`src/hw/rtl/blts_pkg.sv`:
```
// Shared types and constants for the bilingual LDA token sampler.
package blts_pkg;

	localparam int TOT_W     = 24;  // topic total counter width
	localparam int PHI_W     = 17;  // word-topic ratio, Q16 capped at 0x1FFFF
	localparam int CUM_W     = 48;  // cumulative weight width
	localparam int FRAC_W    = 16;  // random fraction width
	localparam int Q8_W      = 16;  // alpha / beta width
	localparam int VOC_W     = 13;  // vocabulary size register width
	localparam int KCFG_W    = 7;   // topic count register width
	localparam int CFG_W     = 16;  // config write data width
	localparam int CFG_IDX_W = 3;
	localparam int Q_DEPTH   = 2;   // front-to-back queue depth

	localparam logic [CFG_IDX_W-1:0] REG_TOPICS = 3'd0;
	localparam logic [CFG_IDX_W-1:0] REG_ALPHA  = 3'd1;
	localparam logic [CFG_IDX_W-1:0] REG_SBETA  = 3'd2;
	localparam logic [CFG_IDX_W-1:0] REG_TBETA  = 3'd3;
	localparam logic [CFG_IDX_W-1:0] REG_SVOCAB = 3'd4;
	localparam logic [CFG_IDX_W-1:0] REG_TVOCAB = 3'd5;

	localparam logic OP_ADD      = 1'b0;
	localparam logic OP_RESAMPLE = 1'b1;
	localparam logic SIDE_SRC    = 1'b0;
	localparam logic SIDE_TGT    = 1'b1;

	typedef struct packed {
		logic        op;
		logic        side;
		logic [5:0]  doc;
		logic [11:0] word;
		logic [5:0]  old;
		logic [15:0] frac;
		logic        err;
	} item_t;

	typedef struct packed {
		logic [Q8_W-1:0]  alpha;
		logic [Q8_W-1:0]  sbeta;
		logic [Q8_W-1:0]  tbeta;
		logic [VOC_W-1:0] svocab;
		logic [VOC_W-1:0] tvocab;
	} cfg_t;

endpackage

```
`src/hw/rtl/blts_front.sv`:
```
// Front end: takes input transfers, range-checks them and feeds the queue.
module blts_front #(
	parameter int MAX_TOPICS = 64,
	parameter int MAX_VOCAB  = 4096,
	parameter int MAX_DOCS   = 64,
	parameter int KW         = $clog2(MAX_TOPICS + 1)
) (
	input  logic                 clk,
	input  logic                 arst_n,
	input  logic                 in_valid,
	output logic                 in_stall,
	input  logic                 operation,
	input  logic                 language_side,
	input  logic [5:0]           doc_index,
	input  logic [11:0]          word_index,
	input  logic [5:0]           old_topic,
	input  logic [15:0]          random_fraction,
	input  logic [KW-1:0]        k_eff,
	input  blts_pkg::cfg_t       cfg,
	input  logic                 clearing,
	input  logic                 full,
	output logic                 push,
	output blts_pkg::item_t      item
);
	import blts_pkg::*;

	logic                fv_q;
	item_t               item_q;
	logic                take;
	logic                err;
	logic [VOC_W-1:0]    vocab;

	assign push     = fv_q && !full;
	assign in_stall = clearing || (fv_q && full);
	assign take     = in_valid && !in_stall;
	assign item     = item_q;

	always_comb begin
		vocab = (language_side == SIDE_TGT) ? cfg.tvocab : cfg.svocab;
		err   = (32'(old_topic) >= 32'(k_eff)) ||
		        (32'(word_index) >= 32'(vocab)) ||
		        (32'(word_index) >= MAX_VOCAB) ||
		        (32'(doc_index) >= MAX_DOCS);
	end

	always_ff @(posedge clk or negedge arst_n) begin
		if (!arst_n) begin
			fv_q <= 1'b0;
		end else if (take) begin
			fv_q <= 1'b1;
		end else if (push) begin
			fv_q <= 1'b0;
		end
	end

	always_ff @(posedge clk) begin
		if (take) begin
			item_q.op   <= operation;
			item_q.side <= language_side;
			item_q.doc  <= doc_index;
			item_q.word <= word_index;
			item_q.old  <= old_topic;
			item_q.frac <= random_fraction;
			item_q.err  <= err;
		end
	end

endmodule

```
`config.mk`:
```
export PLATFORM = sky130hd
export DESIGN_NAME = blts_front
export DESIGN_NICKNAME = d
export VERILOG_FILES = /design/src/hw/rtl/blts_pkg.sv /design/src/hw/rtl/blts_front.sv
export SDC_FILE = /design/constraint.sdc
export NUM_CORES = 1
export LEC_CHECK = 0
export BUFFER_PORTS_ARGS = -buffer_cell sky130_fd_sc_hd__buf_2
export CORE_ASPECT_RATIO = 0.75
export CORE_MARGIN = 2
export CORE_UTILIZATION = 40
export CTS_CLUSTER_SIZE = 28
export DETAILED_ROUTE_END_ITERATION = 12
export PLACE_DENSITY = 0.95
export SYNTH_ARGS = -nofsm -noshare
export SYNTH_HDL_FRONTEND = slang
export SYNTH_SLANG_ARGS = --single-unit
```
`constraint.sdc`:
```
create_clock -name clk -period 3.99 [get_ports clk]
set_input_delay 0 -clock clk [delete_from_list [all_inputs] [get_ports clk]]
set_output_delay 0 -clock clk [all_outputs]
set_load 0.1 [all_outputs]
```
# == After elaboration in Yosys (flattened, before gate mapping) ==
# Index checks and enable logic that the tools add are counted.
# W data, S select, Z words.
# totals
in_bits,128
mem_count,0
mem_bits_rw,0
word_cells,21
latchBits,0
mem_bits_ro,0
reg_bits,44
# classes
shifts,0
mul,0
bitwise_logic,0
add_sub_neg,0
n_mux,3
n_eq_ne,0
reduce_logical,8
n_div,0
magnitude_cmp,2
# ops
operator,count
$ge A12 B13 Y1,1
$mux W13,1
$ge A6 B7 Y1,1
$logic_and A1 B1 Y1,3
$logic_not A1 Y1,2
$logic_or A1 B1 Y1,2
$mux W1,2
$reduce_bool A2 Y1,1

# == Depth between registers and ports, before layout ==
# depth
word_depth,5
ltp_mapped,9

# == Least setup slack after synthesis ==
# No wires, ideal clock.
# synth_path
kind,register to register
from,register fv_q
to,register item_q (netlist bit item[0]) (enable)
path_slack_ps,1970
period_less_slack_ps,2020
stages_incl_launch_ff,3
required_time_ps,3584
arrival_ps,1615
path_cell_list,dfrtp_1 -> a21oi_1 -> and2_1
# synth_between
elab_chain_len,4
# synth_rtl
element,line,source
"start, declared",blts_front.sv:27,logic fv_q;
"start signal, assigned",blts_front.sv:48,fv_q <= 1'b0;
"start signal, assigned",blts_front.sv:50,fv_q <= 1'b1;
"start signal, assigned",blts_front.sv:52,fv_q <= 1'b0;
$logic_and A1 B1 Y1,blts_front.sv:34,assign in_stall = clearing || (fv_q && full);
$logic_or A1 B1 Y1,blts_front.sv:34,
$logic_not A1 Y1,blts_front.sv:35,assign take = in_valid && !in_stall;
$logic_and A1 B1 Y1,blts_front.sv:35,
net take,blts_front.sv:29,logic take;
"end, declared",blts_front.sv:28,item_t item_q;
# The timed path passes the listed nets, and every way through them passes these cells.
# A chain may end at the register's enable or synchronous reset.

# == Final worst setup path ==
# layout_path
from,register fv_q
to,register item_q (netlist bit item[25]) (enable)
# The elaborated chain is that of the path after synthesis.

==> results.tsv <==
metric	value	unit
DRT Pass-1 Iters	4	
initial antenna violation count	1	
CTS Sinks	44	
status	complete, no violations	
setup bufs post-CTS	0	
Final Slew Violations	0	
Syn. warnings	0	
leading area contributor after synthesis	edfxtp_1	
first-pass GRT wire length	8.47	mm
First DRT Iteration DRCs	85	
Post-Syn Area per Cell	17.1	um^2
minimum clock period	1.84	ns
global-route total usage across every layer	0.215	
CP endpoint kind	flip-flop	
Top Layer Used	met4	
layout overhead on the synthesized area	65.7	%
CTS tree	done	
GR Overflow Total	0	
Critical Path Start Type	flip-flop	
CP Buf/Inv Count	0	
post-route clock period utilization	0.461	
clk slew on worst S/H paths	0.09	ns
Residual DRC	0	
Routed WL per cell	16.2	um
setup slack, reg-to-reg	2.15	ns
met3 routed WL	456	um
setup_tns	0	ns
vias in the first global route	1713	
IO Pins	173	
Crit-path slowest cell	and2_2	
RSZ-0062 raised after global routing	false	
initial core utilization	0.419	
Slew Limit Headroom	0.332	
top_reg_cell synth	edfxtp_1	
Vias	1646	
Worst Tran Pin Value	1.00	ns
Syn Inst Count	111	
setup violators final	0	
Hold Buf Count CTS	44	
CTS Buf Count	5	
clock tree root buffer cell	clkbuf_8	
largest net degree at the start of global routing	45	
utilization after layout	0.694	
post-DP HPWL	3.45	mm
Vias per Instance	4.78	
count leader, synth	edfxtp_1	
Core ar.	4520	um^2
Hold Path Class	in -> reg	
Pwr Density	382	nW/um^2
Area contributors post-synth	edfxtp_1 68%, ha_1 12%, mux2i_1 6.3%	
PortBufs	124	
synthesized area	1890	um^2
number of library cell types mapped by synthesis	25	
Die ar.	5300	um^2
crit-path leading delay family	simple AND/OR/NAND/NOR gates	
Max Buffers Root-to-Sink	2	
M1 WL	2.08	mm
Crit Path Max Fanout	44	
Leakage	0.00148	uW
Seq/Total Area, Yosys	0.695	
Worst VDD drop	0.254	mV
fillers	304	
fmax	0.543	GHz
Clock Latency Late Sink	0.30	ns
Final ANT Viol Nets	0	
Worst EP required	3.91	ns
Critical Path Max Stage Delay	0.84	ns
cells along the critical path	a21oi_1 > and2_2	
Yosys reg bits	44	
nets	430	
WL final	5.56	mm
met2 wire len	2.85	mm
Chip Height	63.6	um
final clock skew	0.0101	ns
net count of the mapped netlist	257	
Placer Congestion	0.700	
Post-synth ARST share	0.0227	
max_cap viols	0	
Resized cells post-CTS	0	
die width	83.4	um
final hold vios	0	
top cell type's share of synthesized area	0.682	
crit path kind	reg -> reg	
# rows	21	
Post-synth top cells	43 x edfxtp_1, 18 x ha_1, 12 x mux2i_1, 8 x inv_1, 5 x a21o_1	
share of layout cells above drive strength 1	0.477	
number of synthesized flops with an enable pin	43	
Worst Path Arrival	1.76	ns
H-tree levels	2	
==> per-layer routing <==
layer  vias to the layer above  global-route usage
met5                         -                   0
met4                         0               0.107
met3                        13              0.0603
met2                        90               0.398
met1                       766               0.225
li1                        777                   -
==> kinds of logic (layout without fill, tap and decap cells) <==
group,after synthesis,in the layout,synth area share
adder cells (fa/ha/maj),18,18,0.119
other,0,2,0
AND/OR/NAND/NOR,10,10,0.0330
buffers and inverters,10,184,0.0212
multiplexers,13,13,0.0694
AO/OA/AOI/OAI,16,16,0.0621
flip-flops,44,44,0.695
==> flip-flops by register name, indices dropped and copies added (netlist names) <==
register	count
fv_q	1
item	43
==> where the power goes <==
group / internal (uW) / switching [uW] / leakage [uW]
sequential: 533 / 6.96 / 0.000413
combinational: 98.1 / 213 / 0.00101
clock: 189 / 158 / 0.0000548
total: 820 / 378 / 0.00148
==> cell type report <==
class | count | area, um^2 | area share
multi-input cells | 57 | 538 | 0.172
clock buffers | 5 | 68.8 | 0.0219
flip-flops and latches | 44 | 1320 | 0.420
inverters | 8 | 30.0 | 0.00957
well taps | 57 | 71.3 | 0.0227
repair buffers | 168 | 1060 | 0.338
diodes | 2 | 5.00 | 0.00160
clock inverters | 3 | 46.3 | 0.0148
==> layout by cell type, fill, tap and decap left out, types with 2 or more instances in the layout <==
cell type      Yosys  final
edfxtp_1          43     43
nand2b_1           2      2
nor2b_1            2      2
dlygate4sd3_1      0     44
ha_1              18     18
inv_1              8      8
clkbuf_8           0      5
buf_2              2    124
a21oi_1            3      3
a21o_1             5      5
diode_2            0      2
mux2i_1           12     12
==> path summary, 6_finish.rpt <==
check | start | endpoint | cells past startpoint
worst max-delay path | fv_q | item[25] | 2
worst min-delay path | language_side | item[41] | 1
worst max register to register | fv_q | item[25] | 2
worst min register to register | fv_q | fv_q | 1
max in group asynchronous | arst_n | fv_q | 3
min in group asynchronous | arst_n | fv_q | 3
==> through the flow <==
stage / hold slack [ns] / std cells / setup slack (ns) / power, uW / instance area, um^2
2_1_floorplan: -0.296 / 111 / 1.97 / 753 / 1890
3_3_place_gp: -0.225 / 290 / 1.93 / 817 / 2580
3_5_place_dp: -0.224 / 290 / 1.90 / 825 / 2580
4_1_cts: 0.165 / 342 / 2.19 / 1200 / 3130
5_1_grt: 0.166 / 343 / 2.02 / 1250 / 3130
6_report: 0.166 / 344 / 2.15 / 1200 / 3140
Power figures use the tool's default switching activity.
