`src/hw/rtl/blts_pkg.sv`:
```
// Shared types and constants for the bilingual LDA token sampler.
package blts_pkg;

	localparam int TOT_W     = 24;  // topic total counter width
	localparam int PHI_W     = 17;  // word-topic ratio, Q16 capped at 0x1FFFF
	localparam int CUM_W     = 48;  // cumulative weight width
	localparam int FRAC_W    = 16;  // random fraction width
	localparam int Q8_W      = 16;  // alpha / beta width
	localparam int VOC_W     = 13;  // vocabulary size register width
	localparam int KCFG_W    = 7;   // topic count register width
	localparam int CFG_W     = 16;  // config write data width
	localparam int CFG_IDX_W = 3;
	localparam int Q_DEPTH   = 2;   // front-to-back queue depth

	localparam logic [CFG_IDX_W-1:0] REG_TOPICS = 3'd0;
	localparam logic [CFG_IDX_W-1:0] REG_ALPHA  = 3'd1;
	localparam logic [CFG_IDX_W-1:0] REG_SBETA  = 3'd2;
	localparam logic [CFG_IDX_W-1:0] REG_TBETA  = 3'd3;
	localparam logic [CFG_IDX_W-1:0] REG_SVOCAB = 3'd4;
	localparam logic [CFG_IDX_W-1:0] REG_TVOCAB = 3'd5;

	localparam logic OP_ADD      = 1'b0;
	localparam logic OP_RESAMPLE = 1'b1;
	localparam logic SIDE_SRC    = 1'b0;
	localparam logic SIDE_TGT    = 1'b1;

	typedef struct packed {
		logic        op;
		logic        side;
		logic [5:0]  doc;
		logic [11:0] word;
		logic [5:0]  old;
		logic [15:0] frac;
		logic        err;
	} item_t;

	typedef struct packed {
		logic [Q8_W-1:0]  alpha;
		logic [Q8_W-1:0]  sbeta;
		logic [Q8_W-1:0]  tbeta;
		logic [VOC_W-1:0] svocab;
		logic [VOC_W-1:0] tvocab;
	} cfg_t;

endpackage

```
`src/hw/rtl/blts_fifo.sv`:
```
// Short queue between the front end and the sampling back end.
module blts_fifo (
	input  logic            clk,
	input  logic            arst_n,
	input  logic            push,
	input  blts_pkg::item_t wdata,
	output logic            full,
	input  logic            pop,
	output logic            empty,
	output blts_pkg::item_t rdata
);
	import blts_pkg::*;

	localparam int PW = (Q_DEPTH > 1) ? $clog2(Q_DEPTH) : 1;

	item_t         mem_q [Q_DEPTH];
	logic [PW-1:0] wp_q;
	logic [PW-1:0] rp_q;
	logic [PW:0]   cnt_q;

	assign full  = (cnt_q == (PW+1)'(Q_DEPTH));
	assign empty = (cnt_q == '0);
	assign rdata = mem_q[rp_q];

	always_ff @(posedge clk or negedge arst_n) begin
		if (!arst_n) begin
			wp_q  <= '0;
			rp_q  <= '0;
			cnt_q <= '0;
		end else begin
			if (push) begin
				wp_q <= (wp_q == PW'(Q_DEPTH - 1)) ? '0 : wp_q + PW'(1);
			end
			if (pop) begin
				rp_q <= (rp_q == PW'(Q_DEPTH - 1)) ? '0 : rp_q + PW'(1);
			end
			if (push && !pop) begin
				cnt_q <= cnt_q + (PW+1)'(1);
			end else if (pop && !push) begin
				cnt_q <= cnt_q - (PW+1)'(1);
			end
		end
	end

	always_ff @(posedge clk) begin
		if (push) begin
			mem_q[wp_q] <= wdata;
		end
	end

endmodule

```
`config.mk`:
```
export PLATFORM = sky130hd
export DESIGN_NAME = blts_fifo
export DESIGN_NICKNAME = d
export VERILOG_FILES = /design/src/hw/rtl/blts_pkg.sv /design/src/hw/rtl/blts_fifo.sv
export SDC_FILE = /design/constraint.sdc
export NUM_CORES = 1
export LEC_CHECK = 0
export BUFFER_PORTS_ARGS = -buffer_cell sky130_fd_sc_hd__clkbuf_2
export CAP_MARGIN = 20
export CORE_UTILIZATION = 35
export DETAILED_ROUTE_END_ITERATION = 10
export PLACE_DENSITY = 0.61
export SYNTH_ARGS = -nofsm -noshare
export SYNTH_HDL_FRONTEND = slang
export SYNTH_SLANG_ARGS = --single-unit
```
`constraint.sdc`:
```
create_clock -name clk -period 3 [get_ports clk]
set_input_delay 0 -clock clk [delete_from_list [all_inputs] [get_ports clk]]
set_output_delay 0 -clock clk [all_outputs]
set_load 0.02 [all_outputs]
```
* Word level (Yosys, flattened, before mapping)
Memory sizes are Yosys's and may differ from the RTL's.
Cells that the tools add are included.
** Storage, ports and cells
- Input bits :: 47
- Bits in writable memories :: 86
- Memories :: 1
- Output and inout bits :: 45
- Register bits after elaboration :: 4
- Word-level logic and storage cells :: 21
** Memory list
- mem_q :: words 2, width 43, rd ports 1, clocked after memory_dff 0, write ports 1, RTL line blts_fifo.sv:16 : item_t mem_q [Q_DEPTH];
** Cells by class
- Muxes and demuxes :: 6
- Eq/ne operators :: 1
- Reduce and logical (&&, ||, !) cells :: 6
- Add/sub/neg operators :: 4
** Operator list (number)
- $mux W1 :: 4
- $mux W2 :: 2
- $add A1 B1 Y1 const B :: 2
- $add A2 B1 Y2 const B :: 1
- $eq A2 B2 Y1 const B :: 1
- $logic_and A1 B1 Y1 :: 2
- $logic_not A1 Y1 :: 2
- $logic_not A2 Y1 :: 1
- $reduce_bool A2 Y1 :: 1
- $sub A2 B1 Y2 const B :: 1

* Logic depth before layout (Yosys ltp)
- Word-level depth :: 4
- Gate-level depth with buffers :: 5
- Mapped depth without buffers :: 5

* Least setup slack after synthesis
No wires, ideal clock.
- Path kind :: reg2reg
- From :: reg wp_q
- To :: mem mem_q[0][0] (netlist name), enable pin
- Setup slack :: 0.227 ns
- Path buffers :: 0
- Library setup time :: 0.449 ns
- Arrival :: 2.325 ns
- Cell stages (with the launch flop) :: 2
- Clock period less this slack :: 2.773 ns
- Path through :: dfrtp_1 nor2b_1
** RTL lines
- start: declaration :: RTL line blts_fifo.sv:17 : logic [PW-1:0] wp_q;
- start signal: assignment :: RTL line blts_fifo.sv:32 : wp_q <= (wp_q == PW'(Q_DEPTH - 1)) ? '0 : wp_q + PW'(1);
- end: declaration :: RTL line blts_fifo.sv:16
No word-level cell before the write port.

==> flow_metrics.py <==
metrics = {
    "outcome": {
        "status": "complete, no violations",
    },
    "global_routing": {
        "globalRouteTotalUtil_pct": 11.9,
        "grt_max_degree": 44,
        "antenna_found_initial": 0,
        "grt_remaining_overflow": 0,
        "wire_length_of_the_first_global_routing_pass_mm": 8.91,
        "vias_in_the_first_global_route": 1858,
    },
    "floorplanning": {
        "num_rows": 36,
        "design.die.area_mm2": 0.0104,
        "die_w_um": 102,
        "start_util_pct": 35.9,
        "core-area_mm2": 0.00973,
        "die_height_um": 102,
        "ioPinCount": 92,
    },
    "synth": {
        "synth_top_cells_by_area": "sky130_fd_sc_hd__edfxtp_1, sky130_fd_sc_hd__mux2_4, sky130_fd_sc_hd__dfrtp_1",
        "synth_most_common_cell": "sky130_fd_sc_hd__edfxtp_1",
        "synth_edf_count": 86,
        "synthDominantAreaCellType": "sky130_fd_sc_hd__edfxtp_1",
        "synthesis.area_mm2": 0.00349,
        "post_synth.cell_area_avg_um2": 23.3,
        "yosys_warnings": 0,
        "postSynthCellCount": 150,
        "synthesized_flop_and_latch_total": 90,
        "post_synth_most_frequent_cells": "sky130_fd_sc_hd__edfxtp_1, sky130_fd_sc_hd__mux2_4",
        "synth_cell_type_count": 13,
        "netlist.area_leader.share_pct": 74.0,
        "async_set_or_reset_register_ratio_after_synthesis_pct": 4.44,
        "yosysSeqAreaShare_pct": 76.8,
        "synth_nets": 198,
        "synth-main-ff-cell": "sky130_fd_sc_hd__edfxtp_1",
    },
    "worst_setup_path": {
        "worst_r2r_path_depth": 1,
        "worst-endpoint-required_ns": 3.00,
        "r2r_start": "wp_q",
        "cp_data_arrival_time_ns": 2.05,
        "critical_path.endpoint_type": "primary output",
        "ff2ff_setup_slack_ns": 1.29,
        "critPathLaunchType": "flip-flop",
        "reg2reg_to": "mem_q[1][38]",
        "type_of_the_setup_path_with_the_least_slack": "flip-flop to primary output",
        "worstPathMaxFanout": 25,
    },
    "hold_path": {
        "hold_path_end": "mem_q[0][34]",
        "min-delay-start": "wdata[34]",
        "worstHoldPathType": "input pin to flip-flop",
        "worst_hold_path.num_cells": 2,
    },
    "final_layout": {
        "filler_cell_count": 855,
        "antenna_cells": 0,
        "final-seq-area_mm2": 0.00268,
        "finish.instance_area_mm2": 0.00472,
        "multi_input_comb_area_um2": 722,
        "area_growth_pct": 35.1,
        "fin_nets": 345,
        "final_layout_size_suffix_gt1_share_pct": 51.3,
    },
    "timing": {
        "setup_total_negative_slack_ns": 0,
        "fmax_ghz": 0.487,
        "setup_violators_final": 0,
        "unrepaired_setup_endpoints_after_global_routing": "no",
        "clock-skew-final_ns": 0.00772,
        "fin_crit_ns": 2.05,
        "max-slew-margin-rel_pct": 29.6,
        "report.final.slew_viol_count": 0,
        "worst_pin_slew_ns": 1.06,
        "layout_worst_path_cycle_share_pct": 68.5,
        "report.final.hold_viol_count": 0,
    },
    "clocking": {
        "clk_path_buf_depth": 2,
        "post_cts.resized_instances": 0,
        "clk_latency_ns": 0.35,
        "cts_made_buffers": 9,
        "cts.sink_count": 90,
        "clk_pin_slew_ns": 0.09,
        "clockRootBuffer": "sky130_fd_sc_hd__clkbuf_8",
        "h-tree-depth": 3,
        "cts_tree": "done",
    },
    "pwr": {
        "comb_power_share_pct": 35.2,
        "power_leakage_nw": 1.93,
        "power_density_mw_per_mm2": 858,
        "power_frac_seq_pct": 45.3,
        "totalPowerFinal_mw": 4.05,
        "power.clock.fraction_pct": 19.6,
        "netSwitchingPower_mw": 1.31,
        "peakVddDrop_mv": 0.457,
        "internal_power_mw": 2.73,
        "switching_share_pct": 32.5,
    },
    "routing": {
        "drt-total-wl_mm": 6.05,
        "first_pass_iters": 4,
        "via_count": 1833,
        "via_per_inst": 4.21,
        "route.detailed.drc": 0,
        "dr.first_iter.drc_count": 48,
        "routed_wire_length_per_instance_um": 13.9,
        "antenna_nets_post_route": 0,
    },
    "place": {
        "io_buffers": 91,
        "place_congestion": 0.662,
        "place_hpwl_mm": 3.71,
        "placed_cell_area_mm2": 0.00405,
    },
    "job": {
        "drv_cap": 0,
    },
}
logic make-up (layout without fill, tap and decap cells):
group	count (synthesis)	in the layout	share of synthesized area, %
xor gates and xnor gates	5	5	1.25
adders and majority gates	1	1	0.358
buffers and inverters	6	158	2.72
DFF	90	90	76.8
muxes	43	43	18.1
and+or+nand+nor	5	5	0.753
power groups by stage:
stage	clock, mW	combinational [mW]	sequential [mW]
2_1_floorplan	0	1.19	1.76
3_3_place_gp	0	1.39	1.86
3_5_place_dp	0	1.39	1.87
4_1_cts	0.819	1.44	1.84
5_1_grt	0.876	1.52	1.87
6_report	0.792	1.42	1.83
cell type report:
type	count	area share (%)
well taps	133	3.53
flip-flops and latches	90	56.9
multi-input cells	54	15.3
clock buffers	9	2.63
inverters	1	0.0796
repair buffers	141	20.1
clock inverters	7	1.46
metrics by stage:
stage          hold slack (ns)  setup slack (ns)  util [%]  std cells
6_report                 0.382             0.945      48.5        435
4_1_cts                  0.361             0.876      48.5        435
5_1_grt                  0.358             0.809      48.5        435
2_1_floorplan           -0.296             0.227         -        150
3_3_place_gp            -0.186              1.28      41.7        372
3_5_place_dp            -0.189              1.27      41.7        372
routing by layer:
| metal | up-vias | part of all wire [%] | GRT usage (%) |
|---|---|---|---|
| li1 | 875 | - | - |
| met1 | 894 | 42 | 14.1 |
| met2 | 52 | 51 | 19.5 |
| met3 | 12 | 4.2 | 3.97 |
| met4 | 0 | 2.7 | 6.26 |
| met5 | - | 0 | 0 |
state kept, by name, summed over array words and instances (netlist names):
| signal | flops |
|---|---|
| cnt_q | 2 |
| mem_q | 86 |
| wp_q | 1 |
| rp_q | 1 |
cell usage in the layout (no fill, tap or decap), types with 2 or more instances in the layout:
cell type	instances
sky130_fd_sc_hd__mux2_4	39
sky130_fd_sc_hd__dfrtp_1	3
sky130_fd_sc_hd__edfxtp_1	86
sky130_fd_sc_hd__clkbuf_8	9
sky130_fd_sc_hd__buf_4	3
sky130_fd_sc_hd__nor2_1	2
sky130_fd_sc_hd__clkinv_2	2
sky130_fd_sc_hd__xor2_1	4
sky130_fd_sc_hd__clkbuf_2	91
sky130_fd_sc_hd__dlygate4sd3_1	47
sky130_fd_sc_hd__mux2_2	4
critical path: stages, from the launching register on:
cell	delay, ns
sky130_fd_sc_hd__dfrtp_2	0.86
sky130_fd_sc_hd__buf_4	0.36
sky130_fd_sc_hd__mux2_4	0.33
sky130_fd_sc_hd__clkbuf_2	0.16
worst max path at each step:
stage | startpoint | end | slack [ns] | cells after the start
floorplan | wp_q | mem_q[0][0] | 0.23 | 1
global placement | wp_q | mem_q[1][30] | 1.28 | 1
detailed placement | wp_q | mem_q[1][29] | 1.27 | 1
CTS | rp_q | rdata[24] | 0.88 | 3
global route | rp_q | rdata[24] | 0.81 | 3
finish | rp_q | rdata[11] | 0.95 | 3
what timing repair did:
action	4_1_cts	5_1_grt
hold endpoints to repair	92	0
buffers inserted	0	0
hold buffers	47	0
Note: power is estimated with default switching activity, not from simulation.
